[src/sv/timed_dual_motor_drive_with_interlock_top_assert.svh]
// ----------------------------------------------------------------------------
// tdmd assertion macros
// Shared concurrent assertion forms, clocked on clock and disabled in reset.
// ----------------------------------------------------------------------------
`ifndef TIMED_DUAL_MOTOR_DRIVE_WITH_INTERLOCK_TOP_ASSERT_SVH
`define TIMED_DUAL_MOTOR_DRIVE_WITH_INTERLOCK_TOP_ASSERT_SVH
`ifndef NO_ASSERTIONS
// consequent holds in the same cycle as the antecedent
`define TDMD_ASSERT_SAME(lbl, ante, cons) \
   lbl: assert property (@(posedge clock) disable iff (reset) (ante) |-> (cons)) \
      else $error("tdmd: same-cycle check failed");
// consequent holds in the cycle after the antecedent
`define TDMD_ASSERT_NEXT(lbl, ante, cons) \
   lbl: assert property (@(posedge clock) disable iff (reset) (ante) |=> (cons)) \
      else $error("tdmd: next-cycle check failed");
`else
`define TDMD_ASSERT_SAME(lbl, ante, cons)
`define TDMD_ASSERT_NEXT(lbl, ante, cons)
`endif
`endif

[src/sv/tdmd_pkg.sv]
// ----------------------------------------------------------------------------
// tdmd package
// Types and constants of the timed dual motor drive with interlock.
// ----------------------------------------------------------------------------
package tdmd_pkg;

   // bridge action codes
   typedef enum logic [1:0] {
      ACT_FWD   = 2'd0,
      ACT_REV   = 2'd1,
      ACT_BRAKE = 2'd2,
      ACT_COAST = 2'd3
   } action_type;

   // item kinds
   localparam logic MODE_CMD  = 1'b0;
   localparam logic MODE_TICK = 1'b1;

   // csr register indexes
   localparam logic CSR_HALT_ON_IMPACT   = 1'b0;
   localparam logic CSR_HALT_ON_OBSTACLE = 1'b1;

   localparam int unsigned TimeW = 14;
   localparam logic [TimeW-1:0] DURATION_MAX = 14'd9999;

   // input word
   typedef struct packed {
      logic             mode;
      logic [1:0]       left_action;
      logic [1:0]       right_action;
      logic [TimeW-1:0] duration_ms;
      logic             sound_hit;
      logic             impact_front;
      logic             impact_back;
      logic             obstacle_front;
      logic             obstacle_left;
      logic             obstacle_right;
      logic             obstacle_back;
   } req_word_type;

   // result word
   typedef struct packed {
      logic             left_fwd_pin;
      logic             left_rev_pin;
      logic             right_fwd_pin;
      logic             right_rev_pin;
      logic [TimeW-1:0] time_left;
      logic             finished;
      logic             stopped_by_sensor;
   } rsp_word_type;

   // register write bundle
   typedef struct packed {
      logic we;
      logic index;
      logic wdata;
   } csr_write_type;

endpackage

[src/sv/tdmd_if.sv]
// ----------------------------------------------------------------------------
// tdmd channel interfaces
// Valid/ready channels for request words and result words.
// ----------------------------------------------------------------------------
interface tdmd_req_if;
   import tdmd_pkg::*;
   logic         valid;
   logic         ready;
   req_word_type word;
   modport source (output valid, output word, input ready);
   modport sink (input valid, input word, output ready);
endinterface

interface tdmd_rsp_if;
   import tdmd_pkg::*;
   logic         valid;
   logic         ready;
   rsp_word_type word;
   modport source (output valid, output word, input ready);
   modport sink (input valid, input word, output ready);
endinterface

[src/sv/tdmd_core.sv]
// ----------------------------------------------------------------------------
// tdmd core
// Holds the motor actions, countdown, halt flag and csr bits; computes the
// next state and the result word for each accepted request word.
// ----------------------------------------------------------------------------
`include "timed_dual_motor_drive_with_interlock_top_assert.svh"

module tdmd_core (
   input  logic                   clock,
   input  logic                   reset,
   input  logic                   accept,
   input  tdmd_pkg::req_word_type req_word,
   input  tdmd_pkg::csr_write_type csr,
   output tdmd_pkg::rsp_word_type rsp_word
);
   import tdmd_pkg::*;

   action_type       left_mode_ff, left_mode_in;
   action_type       right_mode_ff, right_mode_in;
   logic [TimeW-1:0] countdown_ff, countdown_in;
   logic             halted_ff, halted_in;
   logic             halt_on_impact_ff;
   logic             halt_on_obstacle_ff;

   logic [TimeW-1:0] duration_sat;
   logic             any_fwd;
   logic             any_rev;
   logic             sensor_halt;

   // sensor interlock, direction of travel from the current actions
   always_comb begin
      any_fwd = (left_mode_ff == ACT_FWD) || (right_mode_ff == ACT_FWD);
      any_rev = (left_mode_ff == ACT_REV) || (right_mode_ff == ACT_REV);
      sensor_halt = req_word.sound_hit
         || (halt_on_impact_ff && req_word.impact_front && any_fwd)
         || (halt_on_impact_ff && req_word.impact_back && any_rev)
         || (halt_on_obstacle_ff && (left_mode_ff == ACT_FWD)
             && (req_word.obstacle_front || req_word.obstacle_right))
         || (halt_on_obstacle_ff && (right_mode_ff == ACT_FWD)
             && (req_word.obstacle_front || req_word.obstacle_left))
         || (halt_on_obstacle_ff && any_rev && req_word.obstacle_back);
   end

   // next state
   always_comb begin
      duration_sat  = (req_word.duration_ms > DURATION_MAX) ? DURATION_MAX
                                                             : req_word.duration_ms;
      left_mode_in  = left_mode_ff;
      right_mode_in = right_mode_ff;
      countdown_in  = countdown_ff;
      halted_in     = halted_ff;
      if (req_word.mode == MODE_CMD) begin
         left_mode_in  = action_type'(req_word.left_action);
         right_mode_in = action_type'(req_word.right_action);
         countdown_in  = duration_sat;
         halted_in     = 1'b0;
      end else if ((countdown_ff != '0) && !halted_ff) begin
         if (sensor_halt) begin
            halted_in = 1'b1;
         end else begin
            countdown_in = countdown_ff - TimeW'(1);
         end
      end
   end

   // result word from the state after this word
   always_comb begin
      rsp_word.left_fwd_pin      = (left_mode_in == ACT_FWD) || (left_mode_in == ACT_BRAKE);
      rsp_word.left_rev_pin      = (left_mode_in == ACT_REV) || (left_mode_in == ACT_BRAKE);
      rsp_word.right_fwd_pin     = (right_mode_in == ACT_FWD) || (right_mode_in == ACT_BRAKE);
      rsp_word.right_rev_pin     = (right_mode_in == ACT_REV) || (right_mode_in == ACT_BRAKE);
      rsp_word.time_left         = countdown_in;
      rsp_word.finished          = (countdown_in == '0);
      rsp_word.stopped_by_sensor = halted_in;
   end

   // state and csr registers
   always_ff @(posedge clock) begin
      if (reset) begin
         left_mode_ff        <= ACT_COAST;
         right_mode_ff       <= ACT_COAST;
         countdown_ff        <= '0;
         halted_ff           <= 1'b0;
         halt_on_impact_ff   <= 1'b1;
         halt_on_obstacle_ff <= 1'b1;
      end else begin
         if (accept) begin
            left_mode_ff  <= left_mode_in;
            right_mode_ff <= right_mode_in;
            countdown_ff  <= countdown_in;
            halted_ff     <= halted_in;
         end
         if (csr.we) begin
            case (csr.index)
               CSR_HALT_ON_IMPACT:   halt_on_impact_ff   <= csr.wdata;
               CSR_HALT_ON_OBSTACLE: halt_on_obstacle_ff <= csr.wdata;
               default: ;
            endcase
         end
      end
   end

   // checks
   `TDMD_ASSERT_SAME(a_count_in_range, 1'b1, countdown_ff <= DURATION_MAX)
   `TDMD_ASSERT_NEXT(a_halt_freezes, accept && (req_word.mode == MODE_TICK) && halted_ff,
                     $stable(countdown_ff) && halted_ff)
   `TDMD_ASSERT_NEXT(a_cmd_clears_halt, accept && (req_word.mode == MODE_CMD), !halted_ff)

endmodule

[src/sv/tdmd_out_buf.sv]
// ----------------------------------------------------------------------------
// tdmd output buffer
// Result register plus one skid entry, so a word is taken while the
// previous result still waits on the result channel.
// ----------------------------------------------------------------------------
`include "timed_dual_motor_drive_with_interlock_top_assert.svh"

module tdmd_out_buf (
   input  logic                   clock,
   input  logic                   reset,
   input  logic                   in_valid,
   output logic                   in_ready,
   input  tdmd_pkg::rsp_word_type in_word,
   output logic                   out_valid,
   input  logic                   out_ready,
   output tdmd_pkg::rsp_word_type out_word
);
   import tdmd_pkg::*;

   logic         main_valid_ff;
   rsp_word_type main_word_ff;
   logic         skid_valid_ff;
   rsp_word_type skid_word_ff;
   logic         push;
   logic         pop;

   assign in_ready  = !skid_valid_ff;
   assign push      = in_valid && in_ready;
   assign pop       = main_valid_ff && out_ready;
   assign out_valid = main_valid_ff;
   assign out_word  = main_word_ff;

   // control
   always_ff @(posedge clock) begin
      if (reset) begin
         main_valid_ff <= 1'b0;
         skid_valid_ff <= 1'b0;
      end else if (pop) begin
         if (skid_valid_ff) begin
            skid_valid_ff <= 1'b0;
         end else begin
            main_valid_ff <= push;
         end
      end else if (push) begin
         if (main_valid_ff) begin
            skid_valid_ff <= 1'b1;
         end else begin
            main_valid_ff <= 1'b1;
         end
      end
   end

   // payload
   always_ff @(posedge clock) begin
      if (pop) begin
         if (skid_valid_ff) begin
            main_word_ff <= skid_word_ff;
         end else if (push) begin
            main_word_ff <= in_word;
         end
      end else if (push) begin
         if (main_valid_ff) begin
            skid_word_ff <= in_word;
         end else begin
            main_word_ff <= in_word;
         end
      end
   end

   // checks
   `TDMD_ASSERT_SAME(a_skid_behind_main, skid_valid_ff, main_valid_ff)
   `TDMD_ASSERT_NEXT(a_skid_to_main, pop && skid_valid_ff,
                     main_valid_ff && (main_word_ff == $past(skid_word_ff)))
   `TDMD_ASSERT_NEXT(a_fill_skid, push && main_valid_ff && !out_ready, skid_valid_ff)

endmodule

[src/sv/timed_dual_motor_drive_with_interlock_top.sv]
// ----------------------------------------------------------------------------
// timed dual motor drive with interlock, top level
// Command words set both bridge actions and a millisecond duration; tick
// words count it down unless a sensor interlock halts the motion.
// ----------------------------------------------------------------------------
// One request word is taken every clock cycle unless stalled and gives one
// registered result word. The work per word is one saturate, one sensor
// check and one 14-bit decrement between the state registers and the
// result register. A two-entry output buffer keeps the request side open
// for one word while a result stalls; the request side stalls only when
// both entries hold results. Csr writes take effect at the next edge and
// belong in idle periods.
// ----------------------------------------------------------------------------
module timed_dual_motor_drive_with_interlock_top (
   input  logic        clock,
   input  logic        reset,
   tdmd_req_if.sink    req_ch,
   tdmd_rsp_if.source  rsp_ch,
   input  logic        csr_we,
   input  logic        csr_index,
   input  logic        csr_wdata
);
   import tdmd_pkg::*;

   logic          accept;
   logic          buf_ready;
   rsp_word_type  next_word;
   csr_write_type csr;

   assign csr.we    = csr_we;
   assign csr.index = csr_index;
   assign csr.wdata = csr_wdata;

   assign req_ch.ready = buf_ready;
   assign accept       = req_ch.valid && buf_ready;

   // state and next-state logic
   tdmd_core u_core (
      .clock    (clock),
      .reset    (reset),
      .accept   (accept),
      .req_word (req_ch.word),
      .csr      (csr),
      .rsp_word (next_word)
   );

   // result register and skid entry
   tdmd_out_buf u_out_buf (
      .clock     (clock),
      .reset     (reset),
      .in_valid  (req_ch.valid),
      .in_ready  (buf_ready),
      .in_word   (next_word),
      .out_valid (rsp_ch.valid),
      .out_ready (rsp_ch.ready),
      .out_word  (rsp_ch.word)
   );

endmodule

[src/flat_wrapper.sv]
// flat-port wrapper written by rule: the top's interface ports become plain ports
module timed_dual_motor_drive_with_interlock_top_flat import tdmd_pkg::*;
  (clock, reset, csr_we, csr_index, csr_wdata, req_ch_valid, req_ch_word, req_ch_ready, rsp_ch_valid, rsp_ch_word, rsp_ch_ready);
  tdmd_req_if req_ch_i ();
  tdmd_rsp_if rsp_ch_i ();
  input  logic clock;
  input  logic reset;
  input  logic csr_we;
  input  logic csr_index;
  input  logic csr_wdata;
  input wire logic [$bits(req_ch_i.valid)-1:0] req_ch_valid;
  input wire logic [$bits(req_ch_i.word)-1:0] req_ch_word;
  output wire logic [$bits(req_ch_i.ready)-1:0] req_ch_ready;
  output wire logic [$bits(rsp_ch_i.valid)-1:0] rsp_ch_valid;
  output wire logic [$bits(rsp_ch_i.word)-1:0] rsp_ch_word;
  input wire logic [$bits(rsp_ch_i.ready)-1:0] rsp_ch_ready;
  assign req_ch_i.valid = req_ch_valid;
  assign req_ch_i.word = req_ch_word;
  assign req_ch_ready = req_ch_i.ready;
  assign rsp_ch_valid = rsp_ch_i.valid;
  assign rsp_ch_word = rsp_ch_i.word;
  assign rsp_ch_i.ready = rsp_ch_ready;
  timed_dual_motor_drive_with_interlock_top u_core (.clock(clock), .reset(reset), .req_ch(req_ch_i), .rsp_ch(rsp_ch_i), .csr_we(csr_we), .csr_index(csr_index), .csr_wdata(csr_wdata));
endmodule
[config.mk]
export PLATFORM = sky130hd
export DESIGN_NAME = timed_dual_motor_drive_with_interlock_top_flat
export DESIGN_NICKNAME = d
export VERILOG_FILES = /design/src/sv/tdmd_pkg.sv /design/src/sv/tdmd_if.sv /design/src/sv/tdmd_core.sv /design/src/sv/tdmd_out_buf.sv /design/src/sv/timed_dual_motor_drive_with_interlock_top.sv /design/src/flat_wrapper.sv
export VERILOG_INCLUDE_DIRS = /design/src /design/src/sv
export SDC_FILE = /design/constraint.sdc
export NUM_CORES = 1
export LEC_CHECK = 0
export BUFFER_PORTS_ARGS = -buffer_cell sky130_fd_sc_hd__buf_2
export CAP_MARGIN = 20
export CELL_PAD_IN_SITES_DETAIL_PLACEMENT = 1
export CELL_PAD_IN_SITES_GLOBAL_PLACEMENT = 1
export CORE_ASPECT_RATIO = 1.1
export CORE_MARGIN = 5
export CORE_UTILIZATION = 32
export DETAILED_ROUTE_END_ITERATION = 12
export PLACE_DENSITY = 0.72
export SLEW_MARGIN = 20
export SYNTH_ARGS = -nofsm -noshare
export SYNTH_HDL_FRONTEND = slang
export SYNTH_SLANG_ARGS = --single-unit
export TNS_END_PERCENT = 30
[constraint.sdc]
create_clock -name clock -period 3.2 [get_ports clock]
set_input_delay 0.64 -clock clock [delete_from_list [all_inputs] [get_ports clock]]
set_output_delay 0.64 -clock clock [all_outputs]
set_load 0.005 [all_outputs]
==> results of run 1 <==
==> stage by stage <==
step           setup slack, ps  utilization [%]  hold WS, ps  total power [mW]
2_1_floorplan            477.6                -        463.1             1.279
3_3_place_gp             203.1            37.28        490.1             1.453
3_5_place_dp             150.6            37.28        504.2             1.469
4_1_cts                  306.9            38.96        510.6             2.054
5_1_grt                  156.2            38.96        510.9             2.144
6_report                 322.4            38.96        513.5             2.032
==> metal layers <==
| layer | vias to the layer above | global-route usage, % | wire length, µm |
|---|---|---|---|
| met1 | 1304 | 19.12 | 3928 |
| met2 | 56 | 23.68 | 4081 |
| met3 | 10 | 3.835 | 404 |
| met4 | 0 | 5.200 | 133 |
| li1 | 1322 | - | - |
| met5 | - | 0 | 0 |
==> how the worst max path moves through the flow <==
stage	start	end	slack, ps	depth (start not counted)
after global placement	req_ch_word[4]	u_core.u_out_buf.out_word[1]	200	9
after detailed placement	req_ch_word[4]	u_core.u_out_buf.out_word[1]	150	9
after CTS	u_core.u_core.countdown_ff[0]	u_core.u_out_buf.out_word[1]	310	10
after floorplan	req_ch_word[4]	u_core.u_out_buf.out_word[1]	480	8
final	u_core.u_core.countdown_ff[0]	u_core.u_out_buf.out_word[1]	320	10
after global routing	u_core.u_core.countdown_ff[0]	u_core.u_out_buf.out_word[1]	160	10
==> cells in the mapped netlist (4+ instances only) <==
library cell  instances
nor2b_1               4
mux2i_1               5
nand2b_1              4
nor3_1                7
nand2_1              49
and3_1                4
a211oi_1              9
a21oi_1              24
clkbuf_1              8
nand3_1               8
dfxtp_1              23
nor2_1               42
inv_1                19
buf_6                 4
o21ai_0              12
edfxtp_1             40
==> cell type report <==
class / instances / area (µm²)
Clock buffer: 10 / 127.6
Clock inverter: 6 / 37.54
Fill cell: 1165 / 5978
Inverter: 19 / 71.32
Multi-Input combinational cell: 231 / 1370
Sequential cell: 63 / 1662
Tap cell: 120 / 150.1
Timing Repair Buffer: 71 / 397.9
==> critical path: stages (launching register included) <==
cell and delay [ps]:
dfxtp_1 370, inv_1 100, ha_1 220, nor4b_4 330, nand2_4 100, or3_4 420, a32o_1 260, a31oi_2 210
nand3_1 110, or3_1 360, o31ai_1 230
==> power groups by stage <==
stage | logic, mW | clock network (mW) | registers (mW)
final | 0.456 | 0.582 | 0.994
after CTS | 0.460 | 0.600 | 0.994
after global placement | 0.443 | 0 | 1.01
after floorplan | 0.273 | 0 | 1.01
after global routing | 0.508 | 0.635 | 1.00
after detailed placement | 0.457 | 0 | 1.01
==> sequential cells by signal, indices dropped and copies added, names as in the netlist <==
signal / flops
u_core.u_core.halt_on_obstacle_ff: 1
u_core.u_core.countdown_ff: 14
u_core.u_out_buf.out_valid: 1
u_core.u_core.halt_on_impact_ff: 1
u_core.u_out_buf.skid_valid_ff: 1
u_core.u_core.left_mode_ff: 2
u_core.u_out_buf.out_word: 20
u_core.u_core.halted_ff: 1
u_core.u_out_buf.skid_word_ff: 20
u_core.u_core.right_mode_ff: 2
==> cells by family after synthesis <==
kind of cell,Yosys count,synth area share (%)
AOI/OAI and AO/OA,79,17.16
xor gates and xnor gates,3,0.8266
adders and majority gates,1,0.3935
buffers and inverters,32,4.762
DFF,63,52.26
muxes,5,1.574
and+or+nand+nor,143,23.02
==> summary.md, run 1 <==
| Metric | Value |
|---|---|
| Post-route cell area | `roughly 3800 µm²` |
| Reg2reg end | `u_core.u_out_buf.out_word[1]` |
| Die width | `105.0 µm` |
| Final hold vios | `0` |
| Unrepaired setup endpoints after global routing | `false` |
| Slew HR | `around 45%` |
| Reg2Reg Depth | `10` |
| Ports | `55` |
| Hold-fix buffer count after cts | `0` |
| Largest net degree at the start of global routing | `24` |
| Fmax achieved | `around 0.35 GHz` |
| Floorplan row count | `38` |
| ANT nets after route | `0` |
| Main synth FF type | `edfxtp_1` |
| Initial antenna violation count | `0` |
| Most common cell after layout, fill and taps aside | `buf_2` |
| Placed instance area | `roughly 3700 µm²` |
| Critical path type | `register to register` |
| Post-Synthesis Cell Area | `between 3000 and 4000 µm²` |
| Yosys top cell area share | `a little under two fifths` |
| Post-CTS setup buffer count | `0` |
| Hold Path Depth | `2` |
| Share of layout cells above drive strength 1 | `between 20% and 30%` |
| Mapped Cells | `approximately 330` |
| Combinational group share of total power | `approximately 22%` |
| Worst skew pair latency | `around 340 ps` |
| Sw frac | `a little under a third` |
| Root Driver | `clkbuf_8` |
| Setup TNS | `0 ps` |
| Vias in the first global route | `about 2800` |
| PortBufs | `between 50 and 60` |
| First-pass GRT wire length | `approximately 14000 µm` |
| Sequential-to-total area share from yosys stat | `between 50% and 60%` |
| Synthesized flop and latch total | `63` |
| Area contributors post-synth | `edfxtp_1 (38%), dfxtp_1 (14%), nand2_1 (5.8%)` |
| Number of synthesized flops with an enable pin | `40` |
| Hold WC Path Type | `register to register` |
| Max-cap violations | `0` |
| Final Wtd Congestion | `0.8334` |
| Post-synth top area cell | `edfxtp_1` |
| PD cells | `about 530 nW/µm²` |
| Final worst path period share | `roughly 90%` |
| Most frequent cells in the layout | `buf_2 (54), nand2_1 (49), nor2_1 (42)` |
| Die height | `around 110 µm` |
| Clock Sink Count | `63` |
| Pint | `1.414 mW` |
| Arrival time at the worst endpoint | `approximately 3000 ps` |
| RR Startpoint | `u_core.u_core.countdown_ff[0]` |
| Hold Path Origin | `u_core.u_out_buf.skid_word_ff[3]` |
| Outcome | `complete, no violations` |
| CTS tree | `done` |
| Number of nets in the layout | `between 400 and 500` |
| Worst slew pin tran | `between 800 and 900 ps` |
| Drt total wl | `8547 µm` |
| Startpoint types | `register` |
| Clock power share | `~29%` |
| Die area | `around 12000 µm²` |
| R2r setup slk | `around 320 ps` |
| Peak supply drop | `around 0.16 mV` |
| Cts repair resizes | `0` |
| Worst setup EP type | `register` |
| Dpl cells | `about 500` |
| # diodes | `0` |
| H-tree levels | `3` |
| Max-slew violation count | `0` |
| WL/cell | `between 15 and 20 µm` |
| Worst Skew | `10.47 ps` |
| Distinct cell type count after synthesis | `between 50 and 60` |
| Worst-path maximum fanout | `5` |
| Leakage | `between 1.5 and 2 nW` |
| Core ar. | `approximately 9800 µm²` |
| Yosys warns | `0` |
| DR vias | `between 2000 and 3000` |
| Synth Net Count | `360` |
| Initial Utilization | `approximately a third` |
| CTS buffer count | `9` |
| Final setup violation count | `0` |
| Mean Syn Cell Area | `9.752 µm²` |
| Drt via density | `5.177` |
| WP data required | `between 3000 and 4000 ps` |
| GR Util All Layers | `between 10% and 20%` |
| Sequential Power Share | `about 49%` |
| Fin crit period | `between 2000 and 3000 ps` |
| DRC Markers | `0` |
| Reg clk slew, reported paths | `around 70 ps` |
| P_sw | `0.6172 mW` |
| Hpwl dp | `around 6500 µm` |
| Max Root-Sink Buffers | `2` |
| Area growth syn-to-layout | `20.03%` |
| Hold path endpoint | `u_core.u_out_buf.out_word[3]` |
| Overflow after GRT | `0` |
| Initial DRC Count | `148` |
| FFs w/ async S/R, synth | `0%` |
| Final non-filler cell total | `520` |
| Drt pass-1 iters | `4` |
(Power assumes the default switching activity.)
==> run 2, diff against run 1 <==
RECOVER_POWER = 100   (was unset)
==> summary.md, run 2 (synthesis gave the netlist of run 1 again) <==
| Metric | Value |
|---|---|
| Outcome | `complete, no violations (unchanged)` |
| DR vias | `2710 (was 2692)` |
| Setup TNS | `0 ps (unchanged)` |
| ANT nets after route | `0 (unchanged)` |
| Hold_ws | `513.6 ps (was 513.5 ps)` |
| Startpoint types | `register (unchanged)` |
| Floorplan row count | `38 (unchanged)` |
| Share of layout cells above drive strength 1 | `17.00% (was 25.25%)` |
| Die width | `105.0 µm (unchanged)` |
| Worst Skew | `10.09 ps (was 10.47 ps)` |
| Post-route cell area | `3731 µm² (was 3816 µm²)` |
| Area growth syn-to-layout | `17.36% (was 20.03%)` |
| Pre-CTS WS | `150.6 ps (unchanged)` |
| Overflow after GRT | `0 (unchanged)` |
| Clock Sink Count | `63 (unchanged)` |
| Unrepaired setup endpoints after global routing | `false (unchanged)` |
| Worst skew pair latency | `340 ps (about the same)` |
| Final WS setup | `242.0 ps (was 322.4 ps)` |
| Most frequent cells in the layout | `nand2_1 (50), nor2_1 (42), edfxtp_1 (40) (was buf_2 (54), nand2_1 (49), nor2_1 (42))` |
| Fmax achieved | `0.3381 GHz (was 0.3475 GHz)` |
| Initial Utilization | `32.46% (unchanged)` |
| Max-slew violation count | `0 (unchanged)` |
| Final setup violation count | `0 (unchanged)` |
| Final hold vios | `0 (unchanged)` |
| Peak supply drop | `0.1551 mV (was 0.1564 mV)` |
| Initial DRC Count | `161 (was 148)` |
| DRC Markers | `0 (unchanged)` |
| WL/cell | `16.60 µm (was 16.44 µm)` |
| Top Layer Used | `met4 (unchanged)` |
| Most common cell after layout, fill and taps aside | `nand2_1 (was buf_2)` |
| Worst slew pin tran | `1095 ps (was 822.0 ps)` |
| WP data required | `3360 ps (about the same)` |
| Post-CTS setup buffer count | `0 (unchanged)` |
| First-pass GRT wire length | `14120 µm (unchanged)` |
| CTS buffer count | `9 (unchanged)` |
| Hold-fix buffer count after cts | `0 (unchanged)` |
| Final non-filler cell total | `520 (unchanged)` |
| Max Root-Sink Buffers | `2 (unchanged)` |
| GR Util All Layers | `14.69% (unchanged)` |
| Met2 WL | `4097 µm (was 4081 µm)` |
| Dpl cells | `504 (unchanged)` |
| PortBufs | `54 (unchanged)` |
| Reg clk slew, reported paths | `70 ps (about the same)` |
| Leakage | `1.453 nW (was 1.551 nW)` |
| H-tree levels | `3 (unchanged)` |
| Met3 routed WL | `441 µm (was 404 µm)` |
| # diodes | `0 (unchanged)` |
| Arrival time at the worst endpoint | `3120 ps (was 3040 ps)` |
| Slew HR | `27.00% (was 45.04%)` |
| Hold WC Path Type | `register to register (unchanged)` |
| Critical path type | `register to register (unchanged)` |
| Drt pass-1 iters | `4 (unchanged)` |
| Drt via density | `5.212 (was 5.177)` |
| Die area | `12030 µm² (unchanged)` |
| Drt total wl | `8630 µm (was 8547 µm)` |
| Worst-path maximum fanout | `5 (unchanged)` |
| Max-cap violations | `0 (unchanged)` |
| Initial antenna violation count | `0 (unchanged)` |
| Root Driver | `clkbuf_8 (unchanged)` |
| Die height | `114.5 µm (unchanged)` |
| Met1 WL | `3949 µm (was 3928 µm)` |
| PD cells | `537.6 nW/µm² (was 532.4 nW/µm²)` |
| Power, Total | `2.006 mW (was 2.032 mW)` |
| Ports | `55 (unchanged)` |
| CTS tree | `done (unchanged)` |
| Cts repair resizes | `0 (unchanged)` |
| Vias in the first global route | `2790 (unchanged)` |
| Final worst path period share | `92.44% (was 89.93%)` |
| Core ar. | `9794 µm² (unchanged)` |
| Number of nets in the layout | `429 (unchanged)` |
| Final Wtd Congestion | `0.8334 (unchanged)` |
| Worst setup EP type | `register (unchanged)` |
| Placed instance area | `3651 µm² (unchanged)` |
| Hpwl dp | `6504 µm (unchanged)` |
| Largest net degree at the start of global routing | `24 (unchanged)` |
| Fin crit period | `2958 ps (was 2878 ps)` |
| Util after Layout | `38.09% (was 38.96%)` |
==> run 2: cell types whose count changed in the layout (fill, tap and decap cells not counted) <==
cell / delta
buf_2: -16
clkbuf_2: +1
a31oi_1: +1
o21a_1: +1
nand2_2: -1
o21a_2: -1
a31oi_2: -1
buf_4: -15
nand2_1: +1
clkbuf_1: +30
==> run 2: where the power goes <==
part	internal [mW]	switching [mW]	leakage, nW
registers	0.948	0.0465	0.571
clock network	0.276	0.307	0.0781
logic	0.164	0.264	0.804
==> run 2: area by class of cell <==
cell class,instances,area [µm²]
Fill cell,1174,6063
Inverter,19,71.32
Multi-Input combinational cell,231,1360
Tap cell,120,150.1
Sequential cell,63,1662
Clock buffer,10,127.6
Timing Repair Buffer,71,322.8
Clock inverter,6,37.54
==> run 2: final timing paths <==
path	from	endpoint	slack [ps]	cells past startpoint
max	u_core.u_core.countdown_ff[10]	u_core.u_out_buf.out_word[1]	240	8
min	u_core.u_out_buf.skid_word_ff[3]	u_core.u_out_buf.out_word[3]	510	2
max reg2reg	u_core.u_core.countdown_ff[10]	u_core.u_out_buf.out_word[1]	240	8
min reg2reg	u_core.u_out_buf.skid_word_ff[3]	u_core.u_out_buf.out_word[3]	510	2
==> run 2: layer usage <==
layer  vias up  track usage (%)
met1      1308            19.12
met2        70            23.68
met3        11            3.835
met4         0            5.200
li1       1321                -
met5         -                0
==> run 2: critical path, cell delays in order (launching register included) <==
cell and delay, ps:
dfxtp_1 360, nor4_2 510, nand2b_1 250, or3_4 420, a32o_1 250, a31oi_1 280
nand3_1 120, or3_1 370, o31ai_1 230
==> run 3, diff against run 2 <==
CORE_UTILIZATION = 43   (was 32)
PLACE_DENSITY = 0.9   (was 0.72)
==> summary.md, run 3 (synthesis gave the netlist of run 1 again) <==
| Metric | Value |
|---|---|
| Hold-fix buffer count after cts | `0 (unchanged)` |
| Final setup violation count | `0 (unchanged)` |
| Max Root-Sink Buffers | `2 (unchanged)` |
| Hold path endpoint | `u_core.u_out_buf.out_word[3] (unchanged)` |
| Critical path type | `register to register (unchanged)` |
| Root Driver | `clkbuf_8 (unchanged)` |
| H-tree levels | `3 (unchanged)` |
| Fin crit period | `2924 ps (was 2958 ps)` |
| Hpwl dp | `6771 µm (was 6504 µm)` |
| Unrepaired setup endpoints after global routing | `false (unchanged)` |
| Worst skew pair latency | `340 ps (about the same)` |
| CTS buffer count | `9 (unchanged)` |
| Initial DRC Count | `129 (was 161)` |
| RR Startpoint | `u_core.u_core.countdown_ff[11] (was u_core.u_core.countdown_ff[10])` |
| Worst Skew | `10.72 ps (was 10.09 ps)` |
| GR Util All Layers | `20.75% (was 14.69%)` |
| WL/cell | `18.57 µm (was 16.60 µm)` |
| Pint | `1.495 mW (was 1.389 mW)` |
| R2r setup slk | `280 ps (was 240 ps)` |
| Reg clk slew, reported paths | `70 ps (about the same)` |
| Setup TNS | `0 ps (unchanged)` |
| Hold WC Path Type | `register to register (unchanged)` |
| Number of nets in the layout | `430 (was 429)` |
| Sw frac | `29.21% (was 30.78%)` |
| Post-route cell area | `3732 µm² (was 3731 µm²)` |
| Pre-CTS WS | `139.3 ps (was 150.6 ps)` |
| Ports | `55 (unchanged)` |
| WP data required | `3350 ps (was 3360 ps)` |
| Final WS setup | `276.2 ps (was 242.0 ps)` |
| Die area | `9216 µm² (was 12030 µm²)` |
| Initial Utilization | `44.61% (was 32.46%)` |
| Floorplan row count | `32 (was 38)` |
| Most frequent cells in the layout | `nand2_1 (50), nor2_1 (42), buf_2 (41) (was nand2_1 (50), nor2_1 (42), edfxtp_1 (40))` |
| PortBufs | `54 (unchanged)` |
| Largest net degree at the start of global routing | `24 (unchanged)` |
| Drt total wl | `9026 µm (was 8630 µm)` |
| Hold Path Origin | `u_core.u_out_buf.skid_word_ff[3] (unchanged)` |
| Clock Sink Count | `63 (unchanged)` |
| Most common cell after layout, fill and taps aside | `nand2_1 (unchanged)` |
| Cts repair resizes | `0 (unchanged)` |
| Final hold vios | `0 (unchanged)` |
| P_sw | `0.6172 mW (was 0.6174 mW)` |
| Peak supply drop | `0.1965 mV (was 0.1551 mV)` |
| Slew HR | `20.11% (was 27.00%)` |
| Max-cap violations | `0 (unchanged)` |
| Die width | `91.99 µm (was 105.0 µm)` |
| Reg2reg end | `u_core.u_out_buf.out_word[1] (unchanged)` |
| DR vias | `2782 (was 2710)` |
| Startpoint types | `register (unchanged)` |
| Sequential Power Share | `47.1% (was 49.6%)` |
| Max-slew violation count | `0 (unchanged)` |
| Vias in the first global route | `2953 (was 2790)` |
| Fmax achieved | `0.3420 GHz (was 0.3381 GHz)` |
| Final Wtd Congestion | `0.8931 (was 0.8334)` |
| DRC Markers | `0 (unchanged)` |
| Arrival time at the worst endpoint | `3080 ps (was 3120 ps)` |
| Post-CTS setup buffer count | `0 (unchanged)` |
| Worst slew pin tran | `1198 ps (was 1095 ps)` |
| Clock power share | `32.1% (was 29.1%)` |
| First-pass GRT wire length | `15020 µm (was 14120 µm)` |
| Hold Path Depth | `2 (unchanged)` |
| ANT nets after route | `0 (unchanged)` |
| Overflow after GRT | `0 (unchanged)` |
| Placed instance area | `3615 µm² (was 3651 µm²)` |
| Leakage | `1.487 nW (was 1.453 nW)` |
| Drt via density | `5.724 (was 5.212)` |
| Drt pass-1 iters | `4 (unchanged)` |
| Initial antenna violation count | `0 (unchanged)` |
| Share of layout cells above drive strength 1 | `17.96% (was 17.00%)` |
| Area growth syn-to-layout | `17.39% (was 17.36%)` |
| Outcome | `complete, no violations (unchanged)` |
| PD cells | `566.0 nW/µm² (was 537.6 nW/µm²)` |
| Combinational group share of total power | `20.8% (was 21.4%)` |
| Worst-path maximum fanout | `5 (unchanged)` |
| Worst setup EP type | `register (unchanged)` |
| Core ar. | `7127 µm² (was 9794 µm²)` |
| Die height | `100.2 µm (was 114.5 µm)` |
| Reg2Reg Depth | `8 (unchanged)` |
| CTS tree | `done (unchanged)` |
| # diodes | `0 (unchanged)` |
| Hold_ws | `522.2 ps (was 513.6 ps)` |
| Final worst path period share | `91.37% (was 92.44%)` |
-- run 3: cell count changes in the layout (fill, tap and decap cells not counted), moves of 2 or more --
cell / previous run / this run
clkinvlp_4: 3 / 1
buf_4: 2 / 5
clkbuf_1: 31 / 28
clkinv_2: 3 / 1
buf_2: 38 / 41
-- run 3: area by class of cell --
cell class                 count  area, µm²
clock inverter                 4      46.29
tap                           85      106.4
inverter                      19      71.32
fill                         854       3395
multi-input combinational    231       1361
clock buffer                  12      145.1
timing repair buffer          72      340.3
sequential                    63       1662
-- run 3: power groups by stage --
stage	Sequential, mW	Clock, mW	Combinational (mW)
after floorplan	1.01	0	0.273
after global placement	1.01	0	0.442
after detailed placement	1.01	0	0.460
after CTS	0.994	0.695	0.464
after global routing	1.00	0.737	0.489
final	0.995	0.678	0.439
-- run 3: worst max-delay path, stage by stage (launching register included) --
cell and delay, ps:
dfxtp_1 380, nor4_2 510, nand2b_1 240, or3_4 410, nand4b_1 110, o211a_1 240, nand2_2 60, or4b_1 530
o31ai_1 250
-- run 3: how the worst max path moves through the flow --
stage,startpoint,to,cells after the start
2_1_floorplan,req_ch_word[4],u_core.u_out_buf.out_word[1],8
3_3_place_gp,req_ch_word[4],u_core.u_out_buf.out_word[1],9
3_5_place_dp,req_ch_word[4],u_core.u_out_buf.out_word[1],9
4_1_cts,u_core.u_core.countdown_ff[11],u_core.u_out_buf.out_word[1],8
5_1_grt,u_core.u_core.countdown_ff[11],u_core.u_out_buf.out_word[1],8
6_report,u_core.u_core.countdown_ff[11],u_core.u_out_buf.out_word[1],8
-- run 3: layer usage --
metal / vias to the layer above / GRT usage, % / wire length, µm
li1: 1324 / - / -
met5: - / 0 / 0
met4: 0 / 5.257 / 83
met3: 9 / 4.198 / 421
met1: 1387 / 25.37 / 3906
met2: 62 / 37.42 / 4615
-- run 3: through the flow --
step | std cells | power [mW] | utilization (%)
finish | 486 | 2.112 | 52.37
global route | 486 | 2.228 | 52.37
CTS | 486 | 2.152 | 53.41
detailed placement | 470 | 1.471 | 50.72
global placement | 470 | 1.449 | 50.72
floorplan | 326 | 1.279 | -
